==> config.mk <==
export PLATFORM = sky130hd
export DESIGN_NAME = priority_queue_max_unit_flat
export DESIGN_NICKNAME = d
export VERILOG_FILES = /design/src/pqm_pkg.sv /design/src/pqm_ifs.sv /design/src/priority_queue_max_unit.sv /design/src/pqm_ctrl.sv /design/src/pqm_dpath.sv /design/src/flat_wrapper.sv
export SDC_FILE = /design/constraint.sdc
export NUM_CORES = 1
export LEC_CHECK = 0
export BUFFER_PORTS_ARGS = -buffer_cell sky130_fd_sc_hd__buf_2
export CORE_MARGIN = 2
export CORE_UTILIZATION = 66
export DETAILED_ROUTE_END_ITERATION = 6
export PLACE_DENSITY = 0.84
export SYNTH_ARGS = -nofsm -noshare
export SYNTH_HDL_FRONTEND = slang
export SYNTH_SLANG_ARGS = --single-unit
==> constraint.sdc <==
create_clock -name clk -period 14.4 [get_ports clk]
set_input_delay 0.72 -clock clk [delete_from_list [all_inputs] [get_ports clk]]
set_output_delay 0.72 -clock clk [all_outputs]
set_load 0.03 [all_outputs]
==> src/pqm_pkg.sv <==
// ============================================================================
// pqm_pkg
// Shared types and constants for the max-priority queue: field widths,
// command and status codes, controller states and the control/status bundles.
// ============================================================================
`default_nettype none

package pqm_pkg;

    localparam int VALUE_W      = 32;
    localparam int PRIO_FIELD_W = 16;
    localparam int STATUS_W     = 2;
    localparam int FILL_W       = 5;

    // Request command codes.
    localparam logic CMD_ENQUEUE = 1'b0;
    localparam logic CMD_DEQUEUE = 1'b1;

    typedef enum logic [STATUS_W-1:0] {
        STATUS_OK        = 2'd0,
        STATUS_OVERFLOW  = 2'd1,
        STATUS_UNDERFLOW = 2'd2
    } status_t;

    typedef enum logic [2:0] {
        ST_IDLE,
        ST_SCAN,
        ST_DRAIN,
        ST_SHIFT,
        ST_FLUSH
    } state_t;

    // Commands from the controller to the datapath.
    typedef struct packed {
        logic    issue;       // read the store at the pointer and advance it
        logic    scan_start;  // clear the pointer and the running best
        logic    scan_cmp;    // compare the read-back entry with the best
        logic    shift_load;  // point just past the selected entry
        logic    shift_wr;    // write read-back entries one slot lower
        logic    enq_write;   // store the request at the tail
        logic    reply;       // load the response register
        logic    reply_deq;   // the response carries the removed entry
        status_t reply_code;
    } ctrl_cmd_t;

    // Status from the datapath to the controller.
    typedef struct packed {
        logic full;
        logic empty;
        logic scan_last;
        logic shift_more;
        logic out_free;
    } dp_status_t;

endpackage

`default_nettype wire

==> src/pqm_ifs.sv <==
// ============================================================================
// pqm_ifs
// Valid/ready channels of the queue: the request channel and the response
// channel, each with a source and a sink modport.
// ============================================================================
`default_nettype none

interface pqm_req_if;
    logic                                 valid;
    logic                                 ready;
    logic                                 cmd;
    logic signed [pqm_pkg::VALUE_W-1:0]   item_value;
    logic [pqm_pkg::PRIO_FIELD_W-1:0]     item_priority;

    modport source (output valid, output cmd, output item_value, output item_priority,
                    input ready);
    modport sink   (input valid, input cmd, input item_value, input item_priority,
                    output ready);
endinterface

interface pqm_rsp_if;
    logic                                 valid;
    logic                                 ready;
    logic [pqm_pkg::STATUS_W-1:0]         status;
    logic signed [pqm_pkg::VALUE_W-1:0]   out_value;
    logic [pqm_pkg::PRIO_FIELD_W-1:0]     out_priority;
    logic [pqm_pkg::FILL_W-1:0]           fill_level;

    modport source (output valid, output status, output out_value, output out_priority,
                    output fill_level, input ready);
    modport sink   (input valid, input status, input out_value, input out_priority,
                     input fill_level, output ready);
endinterface

`default_nettype wire

==> src/priority_queue_max_unit.sv <==
// Response: an enqueue, or any request answered with overflow or underflow, has its
// response in the cycle after acceptance. A dequeue scans the held entries, moves
// the entries newer than the removed one down a slot, and then answers.
// Throughput: one request at a time; the next is taken once the response leaves.
// The scan and compaction through the one read and one write port set the dequeue time.
// Reset clears the fill count, pointer, valid flags and control state; no clearing pass.
// ============================================================================
// priority_queue_max_unit
// Bounded priority queue that hands back its highest-priority entry, the
// newest one winning among equal priorities.
// ============================================================================
`default_nettype none

module priority_queue_max_unit #(
    parameter int QUEUE_DEPTH   = 16,
    parameter int PRIORITY_BITS = 16
) (
    input  wire logic  clk,
    input  wire logic  rst_n,
    pqm_req_if.sink    req,
    pqm_rsp_if.source  rsp
);

    // The entries sit in a memory in arrival order, so recency is the slot
    // number and needs no stored age. A dequeue reads the store from the
    // oldest slot up, keeping the best entry so far; a later slot of equal
    // priority replaces it, which gives the newest entry the win on a tie.
    // The entries above the selected one are then moved down a slot, one
    // request per cycle through the read and write ports, keeping the order.

    pqm_pkg::ctrl_cmd_t  ctrl;
    pqm_pkg::dp_status_t stat;
    logic                in_ready;

    pqm_ctrl u_ctrl (
        .clk       (clk),
        .rst_n     (rst_n),
        .req_valid (req.valid),
        .req_cmd   (req.cmd),
        .in_ready  (in_ready),
        .stat      (stat),
        .ctrl      (ctrl)
    );

    pqm_dpath #(
        .QUEUE_DEPTH   (QUEUE_DEPTH),
        .PRIORITY_BITS (PRIORITY_BITS)
    ) u_dpath (
        .clk           (clk),
        .rst_n         (rst_n),
        .ctrl          (ctrl),
        .stat          (stat),
        .item_value    (req.item_value),
        .item_priority (req.item_priority),
        .out_ready     (rsp.ready),
        .out_valid     (rsp.valid),
        .status        (rsp.status),
        .out_value     (rsp.out_value),
        .out_priority  (rsp.out_priority),
        .fill_level    (rsp.fill_level)
    );

    // A request is taken only while the controller is idle and the response
    // register is empty or being emptied in the same cycle.
    assign req.ready = in_ready;

endmodule

`default_nettype wire

==> src/pqm_ctrl.sv <==
// ============================================================================
// pqm_ctrl
// Controller of the queue: accepts requests, sequences the scan for the
// highest priority, the compaction of the store and the response.
// ============================================================================
`default_nettype none

module pqm_ctrl (
    input  wire logic                clk,
    input  wire logic                rst_n,
    input  wire logic                req_valid,
    input  wire logic                req_cmd,
    output logic                     in_ready,
    input  wire pqm_pkg::dp_status_t stat,
    output pqm_pkg::ctrl_cmd_t       ctrl
);

    pqm_pkg::state_t state_reg;
    pqm_pkg::state_t state_next;
    logic            accept;

    assign in_ready = (state_reg == pqm_pkg::ST_IDLE) && stat.out_free;
    assign accept   = req_valid && in_ready;

    always_ff @(posedge clk or negedge rst_n)
    begin
        if (!rst_n)
        begin
            state_reg <= pqm_pkg::ST_IDLE;
        end
        else
        begin
            state_reg <= state_next;
        end
    end

    // Next state.
    always_comb
    begin
        state_next = state_reg;
        case (state_reg)
            pqm_pkg::ST_IDLE:
            begin
                if (accept && req_cmd == pqm_pkg::CMD_DEQUEUE && !stat.empty)
                begin
                    state_next = pqm_pkg::ST_SCAN;
                end
            end
            pqm_pkg::ST_SCAN:
            begin
                if (stat.scan_last)
                begin
                    state_next = pqm_pkg::ST_DRAIN;
                end
            end
            pqm_pkg::ST_DRAIN:
            begin
                state_next = pqm_pkg::ST_SHIFT;
            end
            pqm_pkg::ST_SHIFT:
            begin
                if (!stat.shift_more)
                begin
                    state_next = pqm_pkg::ST_FLUSH;
                end
            end
            pqm_pkg::ST_FLUSH:
            begin
                state_next = pqm_pkg::ST_IDLE;
            end
            default:
            begin
                state_next = pqm_pkg::ST_IDLE;
            end
        endcase
    end

    // Commands to the datapath.
    always_comb
    begin
        ctrl            = '0;
        ctrl.reply_code = pqm_pkg::STATUS_OK;
        case (state_reg)
            pqm_pkg::ST_IDLE:
            begin
                if (accept)
                begin
                    if (req_cmd == pqm_pkg::CMD_ENQUEUE)
                    begin
                        ctrl.reply = 1'b1;
                        if (stat.full)
                        begin
                            ctrl.reply_code = pqm_pkg::STATUS_OVERFLOW;
                        end
                        else
                        begin
                            ctrl.enq_write = 1'b1;
                        end
                    end
                    else if (stat.empty)
                    begin
                        ctrl.reply      = 1'b1;
                        ctrl.reply_code = pqm_pkg::STATUS_UNDERFLOW;
                    end
                    else
                    begin
                        ctrl.scan_start = 1'b1;
                    end
                end
            end
            pqm_pkg::ST_SCAN:
            begin
                ctrl.issue    = 1'b1;
                ctrl.scan_cmp = 1'b1;
            end
            pqm_pkg::ST_DRAIN:
            begin
                ctrl.scan_cmp   = 1'b1;
                ctrl.shift_load = 1'b1;
            end
            pqm_pkg::ST_SHIFT:
            begin
                ctrl.issue    = stat.shift_more;
                ctrl.shift_wr = 1'b1;
            end
            pqm_pkg::ST_FLUSH:
            begin
                ctrl.shift_wr  = 1'b1;
                ctrl.reply     = 1'b1;
                ctrl.reply_deq = 1'b1;
            end
            default:
            begin
                ctrl = '0;
            end
        endcase
    end

endmodule

`default_nettype wire

==> src/pqm_dpath.sv <==
// ============================================================================
// pqm_dpath
// Datapath of the queue: the entry store kept in arrival order, the scan
// comparator with its running best, the compaction path and the response
// register.
// ============================================================================
`default_nettype none

module pqm_dpath #(
    parameter int QUEUE_DEPTH   = 16,
    parameter int PRIORITY_BITS = 16
) (
    input  wire logic                                  clk,
    input  wire logic                                  rst_n,
    input  wire pqm_pkg::ctrl_cmd_t                    ctrl,
    output pqm_pkg::dp_status_t                        stat,
    input  wire logic signed [pqm_pkg::VALUE_W-1:0]    item_value,
    input  wire logic [pqm_pkg::PRIO_FIELD_W-1:0]      item_priority,
    input  wire logic                                  out_ready,
    output logic                                       out_valid,
    output logic [pqm_pkg::STATUS_W-1:0]               status,
    output logic signed [pqm_pkg::VALUE_W-1:0]         out_value,
    output logic [pqm_pkg::PRIO_FIELD_W-1:0]           out_priority,
    output logic [pqm_pkg::FILL_W-1:0]                 fill_level
);

    localparam int IDX_W = $clog2(QUEUE_DEPTH);
    localparam int CNT_W = $clog2(QUEUE_DEPTH + 1);

    // Entry store: slot 0 holds the oldest entry, slot count-1 the newest.
    logic signed [pqm_pkg::VALUE_W-1:0] mem_val [QUEUE_DEPTH];
    logic [PRIORITY_BITS-1:0]           mem_pri [QUEUE_DEPTH];

    logic [CNT_W-1:0]                   cnt_reg, cnt_next;
    logic [CNT_W-1:0]                   ptr_reg, ptr_next;
    logic                               pipe_vld_reg;
    logic [IDX_W-1:0]                   pipe_idx_reg;
    logic signed [pqm_pkg::VALUE_W-1:0] rd_val_reg;
    logic [PRIORITY_BITS-1:0]           rd_pri_reg;

    logic                               best_vld_reg, best_vld_next;
    logic [IDX_W-1:0]                   best_idx_reg, best_idx_next;
    logic signed [pqm_pkg::VALUE_W-1:0] best_val_reg, best_val_next;
    logic [PRIORITY_BITS-1:0]           best_pri_reg, best_pri_next;

    logic                               res_vld_reg;
    pqm_pkg::status_t                   res_status_reg;
    logic signed [pqm_pkg::VALUE_W-1:0] res_val_reg;
    logic [pqm_pkg::PRIO_FIELD_W-1:0]   res_pri_reg;
    logic [pqm_pkg::FILL_W-1:0]         res_fill_reg;

    logic                               take_new;
    logic                               wr_en;
    logic [IDX_W-1:0]                   wr_addr;
    logic [IDX_W-1:0]                   rd_addr;
    logic signed [pqm_pkg::VALUE_W-1:0] wr_val;
    logic [PRIORITY_BITS-1:0]           wr_pri;

    assign rd_addr = ptr_reg[IDX_W-1:0];

    // Later slots are newer, so an equal priority replaces the running best.
    assign take_new = ctrl.scan_cmp && pipe_vld_reg
                      && (!best_vld_reg || rd_pri_reg >= best_pri_reg);

    always_comb
    begin
        best_vld_next = best_vld_reg;
        best_idx_next = best_idx_reg;
        best_val_next = best_val_reg;
        best_pri_next = best_pri_reg;
        if (ctrl.scan_start)
        begin
            best_vld_next = 1'b0;
        end
        else if (take_new)
        begin
            best_vld_next = 1'b1;
            best_idx_next = pipe_idx_reg;
            best_val_next = rd_val_reg;
            best_pri_next = rd_pri_reg;
        end
    end

    always_comb
    begin
        ptr_next = ptr_reg;
        if (ctrl.scan_start)
        begin
            ptr_next = '0;
        end
        else if (ctrl.shift_load)
        begin
            ptr_next = CNT_W'(best_idx_next) + CNT_W'(1);
        end
        else if (ctrl.issue)
        begin
            ptr_next = ptr_reg + CNT_W'(1);
        end
    end

    always_comb
    begin
        cnt_next = cnt_reg;
        if (ctrl.enq_write)
        begin
            cnt_next = cnt_reg + CNT_W'(1);
        end
        else if (ctrl.reply_deq)
        begin
            cnt_next = cnt_reg - CNT_W'(1);
        end
    end

    // One write port: the tail on an enqueue, or one slot down while compacting.
    assign wr_en   = ctrl.enq_write || (ctrl.shift_wr && pipe_vld_reg);
    assign wr_addr = ctrl.enq_write ? cnt_reg[IDX_W-1:0] : pipe_idx_reg - IDX_W'(1);
    assign wr_val  = ctrl.enq_write ? item_value : rd_val_reg;
    assign wr_pri  = ctrl.enq_write ? PRIORITY_BITS'(item_priority) : rd_pri_reg;

    always_ff @(posedge clk)
    begin
        if (wr_en)
        begin
            mem_val[wr_addr] <= wr_val;
            mem_pri[wr_addr] <= wr_pri;
        end
        if (ctrl.issue)
        begin
            rd_val_reg <= mem_val[rd_addr];
            rd_pri_reg <= mem_pri[rd_addr];
        end
    end

    always_ff @(posedge clk or negedge rst_n)
    begin
        if (!rst_n)
        begin
            cnt_reg      <= '0;
            ptr_reg      <= '0;
            pipe_vld_reg <= 1'b0;
            best_vld_reg <= 1'b0;
            res_vld_reg  <= 1'b0;
        end
        else
        begin
            cnt_reg      <= cnt_next;
            ptr_reg      <= ptr_next;
            pipe_vld_reg <= ctrl.issue;
            best_vld_reg <= best_vld_next;
            if (ctrl.reply)
            begin
                res_vld_reg <= 1'b1;
            end
            else if (out_ready)
            begin
                res_vld_reg <= 1'b0;
            end
        end
    end

    always_ff @(posedge clk)
    begin
        if (ctrl.issue)
        begin
            pipe_idx_reg <= rd_addr;
        end
        best_idx_reg <= best_idx_next;
        best_val_reg <= best_val_next;
        best_pri_reg <= best_pri_next;
        if (ctrl.reply)
        begin
            res_status_reg <= ctrl.reply_code;
            res_val_reg    <= ctrl.reply_deq ? best_val_reg : '0;
            res_pri_reg    <= ctrl.reply_deq ? pqm_pkg::PRIO_FIELD_W'(best_pri_reg) : '0;
            res_fill_reg   <= pqm_pkg::FILL_W'(cnt_next);
        end
    end

    assign stat.full       = (cnt_reg == CNT_W'(QUEUE_DEPTH));
    assign stat.empty      = (cnt_reg == '0);
    assign stat.scan_last  = ((ptr_reg + CNT_W'(1)) == cnt_reg);
    assign stat.shift_more = (ptr_reg < cnt_reg);
    assign stat.out_free   = !res_vld_reg || out_ready;

    assign out_valid    = res_vld_reg;
    assign status       = res_status_reg;
    assign out_value    = res_val_reg;
    assign out_priority = res_pri_reg;
    assign fill_level   = res_fill_reg;

endmodule

`default_nettype wire

==> src/flat_wrapper.sv <==
// flat-port wrapper written by rule: the top's interface ports become plain ports
module priority_queue_max_unit_flat 
#(
    parameter int QUEUE_DEPTH   = 16,
    parameter int PRIORITY_BITS = 16
)
  (clk, rst_n, req_valid, req_cmd, req_item_value, req_item_priority, req_ready, rsp_valid, rsp_status, rsp_out_value, rsp_out_priority, rsp_fill_level, rsp_ready);
  pqm_req_if req_i ();
  pqm_rsp_if rsp_i ();
  input  wire logic clk;
  input  wire logic rst_n;
  input wire logic [$bits(req_i.valid)-1:0] req_valid;
  input wire logic [$bits(req_i.cmd)-1:0] req_cmd;
  input wire logic [$bits(req_i.item_value)-1:0] req_item_value;
  input wire logic [$bits(req_i.item_priority)-1:0] req_item_priority;
  output wire logic [$bits(req_i.ready)-1:0] req_ready;
  output wire logic [$bits(rsp_i.valid)-1:0] rsp_valid;
  output wire logic [$bits(rsp_i.status)-1:0] rsp_status;
  output wire logic [$bits(rsp_i.out_value)-1:0] rsp_out_value;
  output wire logic [$bits(rsp_i.out_priority)-1:0] rsp_out_priority;
  output wire logic [$bits(rsp_i.fill_level)-1:0] rsp_fill_level;
  input wire logic [$bits(rsp_i.ready)-1:0] rsp_ready;
  assign req_i.valid = req_valid;
  assign req_i.cmd = req_cmd;
  assign req_i.item_value = req_item_value;
  assign req_i.item_priority = req_item_priority;
  assign req_ready = req_i.ready;
  assign rsp_valid = rsp_i.valid;
  assign rsp_status = rsp_i.status;
  assign rsp_out_value = rsp_i.out_value;
  assign rsp_out_priority = rsp_i.out_priority;
  assign rsp_fill_level = rsp_i.fill_level;
  assign rsp_i.ready = rsp_ready;
  priority_queue_max_unit #(.QUEUE_DEPTH(QUEUE_DEPTH), .PRIORITY_BITS(PRIORITY_BITS)) u_core (.clk(clk), .rst_n(rst_n), .req(req_i), .rsp(rsp_i));
endmodule
==> flow_summary.ini, run 1 <==
[run_status]
status = completed

[clock_network]
cts_root_buffer = clkbuf_16
insertion_delay_ns = 0.65
cts_setup_buffers = 0
h-tree-depth = 3
cts_buffers = 89
numClockSinks = 943
clock_tree.buffer_depth = 3
path_clk_slew_ns = 0.06
cts_tree = built

[placed_design]
gp_congestion = 0.791
place_area_mm2 = 0.0377
portBuffers = 109
dp_hpwl_um = 41200
dpl_worst_slack_ns = 9.96

[synth]
syn_area_per_cell_um2 = 23.2
syn-num-nets = 1640
synth_top_family_by_area = multiplexers
ys_ff_latch = 943
synth-simple-area-share = 0.0187
async_flop_share = 0.0170
yosys_warnings = 0
synth.distinct_cells = 49
syn_area_mm2 = 0.0362
synthAdderAreaFrac = 0.00865
synth_edf_count = 923
synth-seq-area-share = 0.780
synthMuxAreaShare = 0.167
yosys_most_used_dff = edfxtp_1
syn_inst = 1562
synth-compound-area-share = 0.00917
synth-xor-area-share = 0.00484

[final_layout]
diodes = 0
largest-register = u_core.u_dpath.mem_val
fillCellCount = 2663
drive_gt1_frac = 0.327
largest_reg_flops = 512
final-seq-area_mm2 = 0.0282
reg.largest.list = u_core.u_dpath.mem_val: 512 flops, u_core.u_dpath.mem_pri: 256 flops
synthToLayoutAreaGrowth_pct = 11.9
final_nets = 1802
stdcell_area_mm2 = 0.0405
multi_input_area_mm2 = 0.00765

[pwr]
internal_power_mw = 6.09
p_sw_frac = 0.314
clockPowerShare = 0.259
power.switching_mw = 2.78
power.density_mw_per_mm2 = 219
seq_power_share = 0.467
power_frac_comb = 0.274
p_leak_nw = 13.1
peakVddDrop_uv = 177

[timing]
drv_slew = 0
whs_ns = 0.447
fin_crit_sh = 0.324
slew_headroom = 0.196
worst_slack_ns = 9.73
setup_violations = 0
hold_viol = 0
final_period_minus_worst_setup_slack_ns = 4.67
rsz0062_at_grt = no
max_freq_mhz = 214
worst_clock_skew_ns = 0.0255
tightest_slew_ns = 1.17
fin_setup_tns_ns = 0

[setup_path]
timing.rr.start = u_core.u_ctrl.state_reg[2]$_DFFE_PN0P_
start_kind = flip-flop
r2r-end = u_core.u_dpath.mem_val[7][30]$_DFFE_PP_
critical_path_class = reg2reg
cp.arrival_ns = 4.92
endpoint = u_core.u_dpath.mem_val[7][30]$_DFFE_PP_
required_ns = 14.65
crit_fanout = 63
r2r_slack_ns = 9.73
end_kind = flip-flop
startpoint = u_core.u_ctrl.state_reg[2]$_DFFE_PN0P_
r2r_cells = 7

[grt]
grt_max_degree = 73
grt_remaining_overflow = 0
grt_pass1_wl_um = 127000
antenna_found_initial = 1
grt_usage = 0.316
grt_pass1_vias = 18300

[flow_run]
maxCapViolations = 0

[detailed_routing]
maxUsedRoutingLayer = met4
drt-initial-drc-count = 2580
drc = 0
met1Wirelength_um = 30400
first_pass_iters = 6
vias = 17700
antenna_left = 0
met2_length_um = 43900
met3WireLength_um = 9270
routed_wl_um = 86400
via_per_inst = 7.11
wl_per_cell_um = 34.7

[floorplan]
start_util = 0.669
die_w_um = 238
core_area_mm2 = 0.0540
die_h_um = 238
placementRows = 85
die_area_mm2 = 0.0567
num_io_pins = 110

[worst_hold_path]
hp-class = reg2reg
-- worst max-delay path: stages (launching register included) --
cell     delay, ns
dfrtp_2       0.80
nor4_4        0.43
nand2_1       0.19
nor3_4        0.19
buf_4         0.84
mux2i_1       0.62
nor3_2        0.36
buf_4         0.80
-- logic make-up after synthesis --
logic type / count (synthesis)
buf+inv: 105
fa+ha+maj: 25
mux: 297
simple gates: 128
flops: 943
xor+xnor: 20
compound gates: 44
-- layout by cell type, fill, tap and decap left out, drive strengths merged, types with 7 or more instances in the layout --
cell	n
o21ai	7
edfxtp	923
nor3	20
mux2	52
buf	144
inv	34
mux4	240
nand2	20
a21oi	7
nand3	8
ha	25
clkbuf	114
dfrtp	16
and3	36
xor2	7
clkinv	34
nor2	27
xnor2	13
-- through the flow --
step                cells  utilization  power, mW
floorplan            1562            -       5.73
global placement     2328        0.697       6.38
detailed placement   2328        0.697       6.51
CTS                  2490        0.749       8.87
global route         2490        0.749       9.15
finish               2490        0.749       8.87
-- cell type report --
| cell class | instances | area share |
|---|---|---|
| Inverter | 31 | 0.00287 |
| Clock inverter | 47 | 0.00968 |
| Tap cell | 696 | 0.0215 |
| Timing Repair Buffer | 145 | 0.0202 |
| Multi-Input combinational cell | 514 | 0.189 |
| Clock buffer | 114 | 0.0596 |
| Sequential cell | 943 | 0.697 |
-- what timing repair did --
| item | CTS | global route |
|---|---|---|
| hold endpoints to repair | 16 | 0 |
| hold buffers | 1 | 0 |
| gates resized for setup | 0 | 0 |
-- Yosys cell counts, types with 2 or more instances --
cell type,instances,share of area
a21boi_0,2,0.00042
a21oi_1,7,0.00097
a31oi_1,3,0.00052
a32oi_1,5,0.0012
a41oi_1,2,0.00048
and2_1,3,0.00052
and3_1,36,0.0062
buf_2,25,0.0035
clkbuf_1,48,0.0050
dfrtp_1,16,0.011
dfxtp_1,4,0.0022
edfxtp_1,923,0.77
ha_1,25,0.0086
inv_1,31,0.0032
mux2_2,50,0.016
mux2i_1,5,0.0014
mux4_2,240,0.15
nand2_1,20,0.0021
nand3_1,8,0.0011
nand4_1,2,0.00035
nor2_1,27,0.0028
nor2b_1,5,0.00086
nor3_1,19,0.0026
nor4_1,2,0.00035
o211a_1,3,0.00083
o211ai_1,2,0.00042
o21a_1,3,0.00062
o21ai_0,7,0.00097
xnor2_1,13,0.0031
xor2_1,7,0.0017
-- layer usage --
layer,track usage,vias to the layer above
met5,0,-
met4,0.118,0
met3,0.0587,217
met2,0.519,1385
met1,0.434,9185
li1,-,6906
-- power groups by stage --
stage | combinational, mW | sequential [mW] | clock [mW]
final | 2.43 | 4.15 | 2.29
after global routing | 2.57 | 4.17 | 2.41
after CTS | 2.42 | 4.14 | 2.31
after detailed placement | 2.34 | 4.17 | 0
after global placement | 2.23 | 4.14 | 0
after floorplan | 1.67 | 4.06 | 0
-- how the worst min path moves through the flow --
stage / slack, ns / endpoint / cells after the start / startpoint
floorplan: 0.42 / u_core.u_ctrl.state_reg[0]$_DFFE_PN0P_ / 0 / rst_n
global placement: 0.43 / u_core.u_dpath.best_val_reg[0]$_DFFE_PP_ / 0 / u_core.u_dpath.rd_val_reg[0]$_DFFE_PP_
detailed placement: 0.43 / u_core.u_dpath.best_val_reg[2]$_DFFE_PP_ / 0 / u_core.u_dpath.rd_val_reg[2]$_DFFE_PP_
CTS: 0.42 / u_core.u_dpath.status[0]$_SDFFCE_PP0P_ / 2 / req_cmd
global route: 0.43 / u_core.u_dpath.status[0]$_SDFFCE_PP0P_ / 2 / req_cmd
finish: 0.45 / u_core.u_dpath.best_val_reg[4]$_DFFE_PP_ / 0 / u_core.u_dpath.rd_val_reg[4]$_DFFE_PP_
(Power assumes the default switching activity.)
==> run 2: changes to the inputs <==
--- a/config.mk
+++ b/config.mk
@@ -7,9 +7,9 @@
 export LEC_CHECK = 0
 export BUFFER_PORTS_ARGS = -buffer_cell sky130_fd_sc_hd__buf_2
 export CORE_MARGIN = 2
-export CORE_UTILIZATION = 66
+export CORE_UTILIZATION = 62
 export DETAILED_ROUTE_END_ITERATION = 6
-export PLACE_DENSITY = 0.84
+export PLACE_DENSITY = 0.79
 export SYNTH_ARGS = -nofsm -noshare
 export SYNTH_HDL_FRONTEND = slang
 export SYNTH_SLANG_ARGS = --single-unit
==> constraint.sdc (replaced) <==
create_clock -name clk -period 4.4 [get_ports clk]
set_input_delay 0.22 -clock clk [delete_from_list [all_inputs] [get_ports clk]]
set_output_delay 0.22 -clock clk [all_outputs]
set_load 0.03 [all_outputs]
==> flow_summary.ini, run 2 (same netlist as run 1, synthesis figures left out) <==
[pwr]
p_leak_nw = 13.2
power.density_mw_per_mm2 = 706
peakVddDrop_uv = 645

[timing]
hold_viol = 0
final_period_minus_worst_setup_slack_ns = 3.65
slew_headroom = 0.214
rsz0062_at_grt = no
worst_slack_ns = 0.753
fin_setup_tns_ns = 0
setup_violations = 0
max_freq_mhz = 274
fin_crit_sh = 0.829
tightest_slew_ns = 1.16
worst_clock_skew_ns = 0.0234
drv_slew = 0

[detailed_routing]
via_per_inst = 6.76
first_pass_iters = 5
met1Wirelength_um = 30800
met2_length_um = 42200
maxUsedRoutingLayer = met4
wl_per_cell_um = 32.4
antenna_left = 0
drc = 0
routed_wl_um = 83500
drt-initial-drc-count = 2279
met3WireLength_um = 8290
vias = 17400

[flow_run]
maxCapViolations = 0

[grt]
grt_remaining_overflow = 0
grt_pass1_wl_um = 122000
grt_usage = 0.286
grt_pass1_vias = 18000
grt_max_degree = 178
antenna_found_initial = 2

[setup_path]
required_ns = 4.66
r2r_slack_ns = 0.75
startpoint = u_core.u_ctrl.state_reg[2]$_DFFE_PN0P_
end_kind = flip-flop
endpoint = u_core.u_dpath.mem_pri[11][6]$_DFFE_PP_
r2r_cells = 6
cp.arrival_ns = 3.90
r2r-end = u_core.u_dpath.mem_pri[11][6]$_DFFE_PP_
start_kind = flip-flop
crit_fanout = 37
timing.rr.start = u_core.u_ctrl.state_reg[2]$_DFFE_PN0P_
critical_path_class = reg2reg

[placed_design]
dp_hpwl_um = 40700
portBuffers = 109
dpl_worst_slack_ns = 0.773
gp_congestion = 0.773

[final_layout]
drive_gt1_frac = 0.331
multi_input_area_mm2 = 0.00776
largest_reg_flops = 512
diodes = 0
fillCellCount = 3225
final-seq-area_mm2 = 0.0282
final_cell_mix = 923 x edfxtp_1, 240 x mux4_2, 109 x buf_2
reg.largest.list = u_core.u_dpath.mem_val: 512 flops, u_core.u_dpath.mem_pri: 256 flops
utilization = 0.708
largest-register = u_core.u_dpath.mem_val
layout_commonest_cell = edfxtp_1
final_nets = 1815
synthToLayoutAreaGrowth_pct = 12.9

[clock_network]
clock_tree.buffer_depth = 3
insertion_delay_ns = 0.64
cts_root_buffer = clkbuf_16
cts_resized = 0
h-tree-depth = 3
path_clk_slew_ns = 0.07
cts_buffers = 88
cts_tree = built
numClockSinks = 943

[floorplan]
num_io_pins = 110
die_w_um = 246
die_h_um = 246
start_util = 0.627
core_area_mm2 = 0.0577
die_area_mm2 = 0.0603
placementRows = 88

[run_status]
status = completed

[worst_hold_path]
hp-class = in2async
==> run 2: cell count changes in the layout (fill, tap and decap cells not counted), moves of 4 or more <==
cell and delta:
buf_12 +9, buf_4 +4, clkbuf_1 +8, clkinv_1 -6, clkinvlp_4 +4, nor3_2 -16, nor3_4 +16
==> run 2: worst min-delay path by stage <==
stage                     slack (ns)                                     end  cells past startpoint  startpoint
after CTS                       0.03   u_core.u_dpath.ptr_reg[1]$_DFFE_PN0P_                      2       rst_n
after floorplan                -0.08  u_core.u_ctrl.state_reg[0]$_DFFE_PN0P_                      0       rst_n
after detailed placement        0.17  u_core.u_ctrl.state_reg[0]$_DFFE_PN0P_                      1       rst_n
after global routing            0.06   u_core.u_dpath.ptr_reg[1]$_DFFE_PN0P_                      2       rst_n
final                           0.05   u_core.u_dpath.ptr_reg[3]$_DFFE_PN0P_                      2       rst_n
after global placement          0.17    u_core.u_dpath.out_valid$_DFFE_PN0P_                      1       rst_n
==> run 2: worst max-delay path: stages (launching register included) <==
cell	delay (ns)
dfrtp_2	0.56
nor4_4	0.35
nand2_1	0.18
nor3_4	0.54
mux2_1	0.68
nor3_4	0.30
buf_4	0.63
==> run 2: layout make-up <==
class | count | area share
clock inverters | 42 | 0.00867
flip-flops and latches | 943 | 0.691
multi-input cells | 514 | 0.190
repair buffers | 159 | 0.0254
inverters | 31 | 0.00285
well taps | 765 | 0.0234
clock buffers | 119 | 0.0588
==> run 2: repair_timing <==
item,in CTS,in global routing
setup buffers,0,0
hold endpoints to repair,17,0
hold buffers,2,0
==> run 2: power breakdown <==
part / total [mW] / internal (mW) / switching, mW
clock: 7.34 / 4.13 / 3.21
sequential: 13.3 / 12.6 / 0.721
combinational: 8.16 / 3.20 / 4.96
==> run 2: layer usage <==
metal  track usage  vias up
met5             0        -
met2         0.469     1186
met4        0.0911        0
li1              -     6936
met3        0.0485      150
met1         0.403     9111
==> run 2: stage by stage <==
stage	instance area [µm²]	std cells	hold WS [ns]	total power [mW]
5_1_grt	40800	2573	0.0639	29.9
2_1_floorplan	36300	1562	-0.0756	18.8
4_1_cts	40800	2573	0.0316	29.0
6_report	40800	2573	0.0482	28.8
3_5_place_dp	38100	2410	0.165	21.5
3_3_place_gp	38100	2410	0.166	21.2
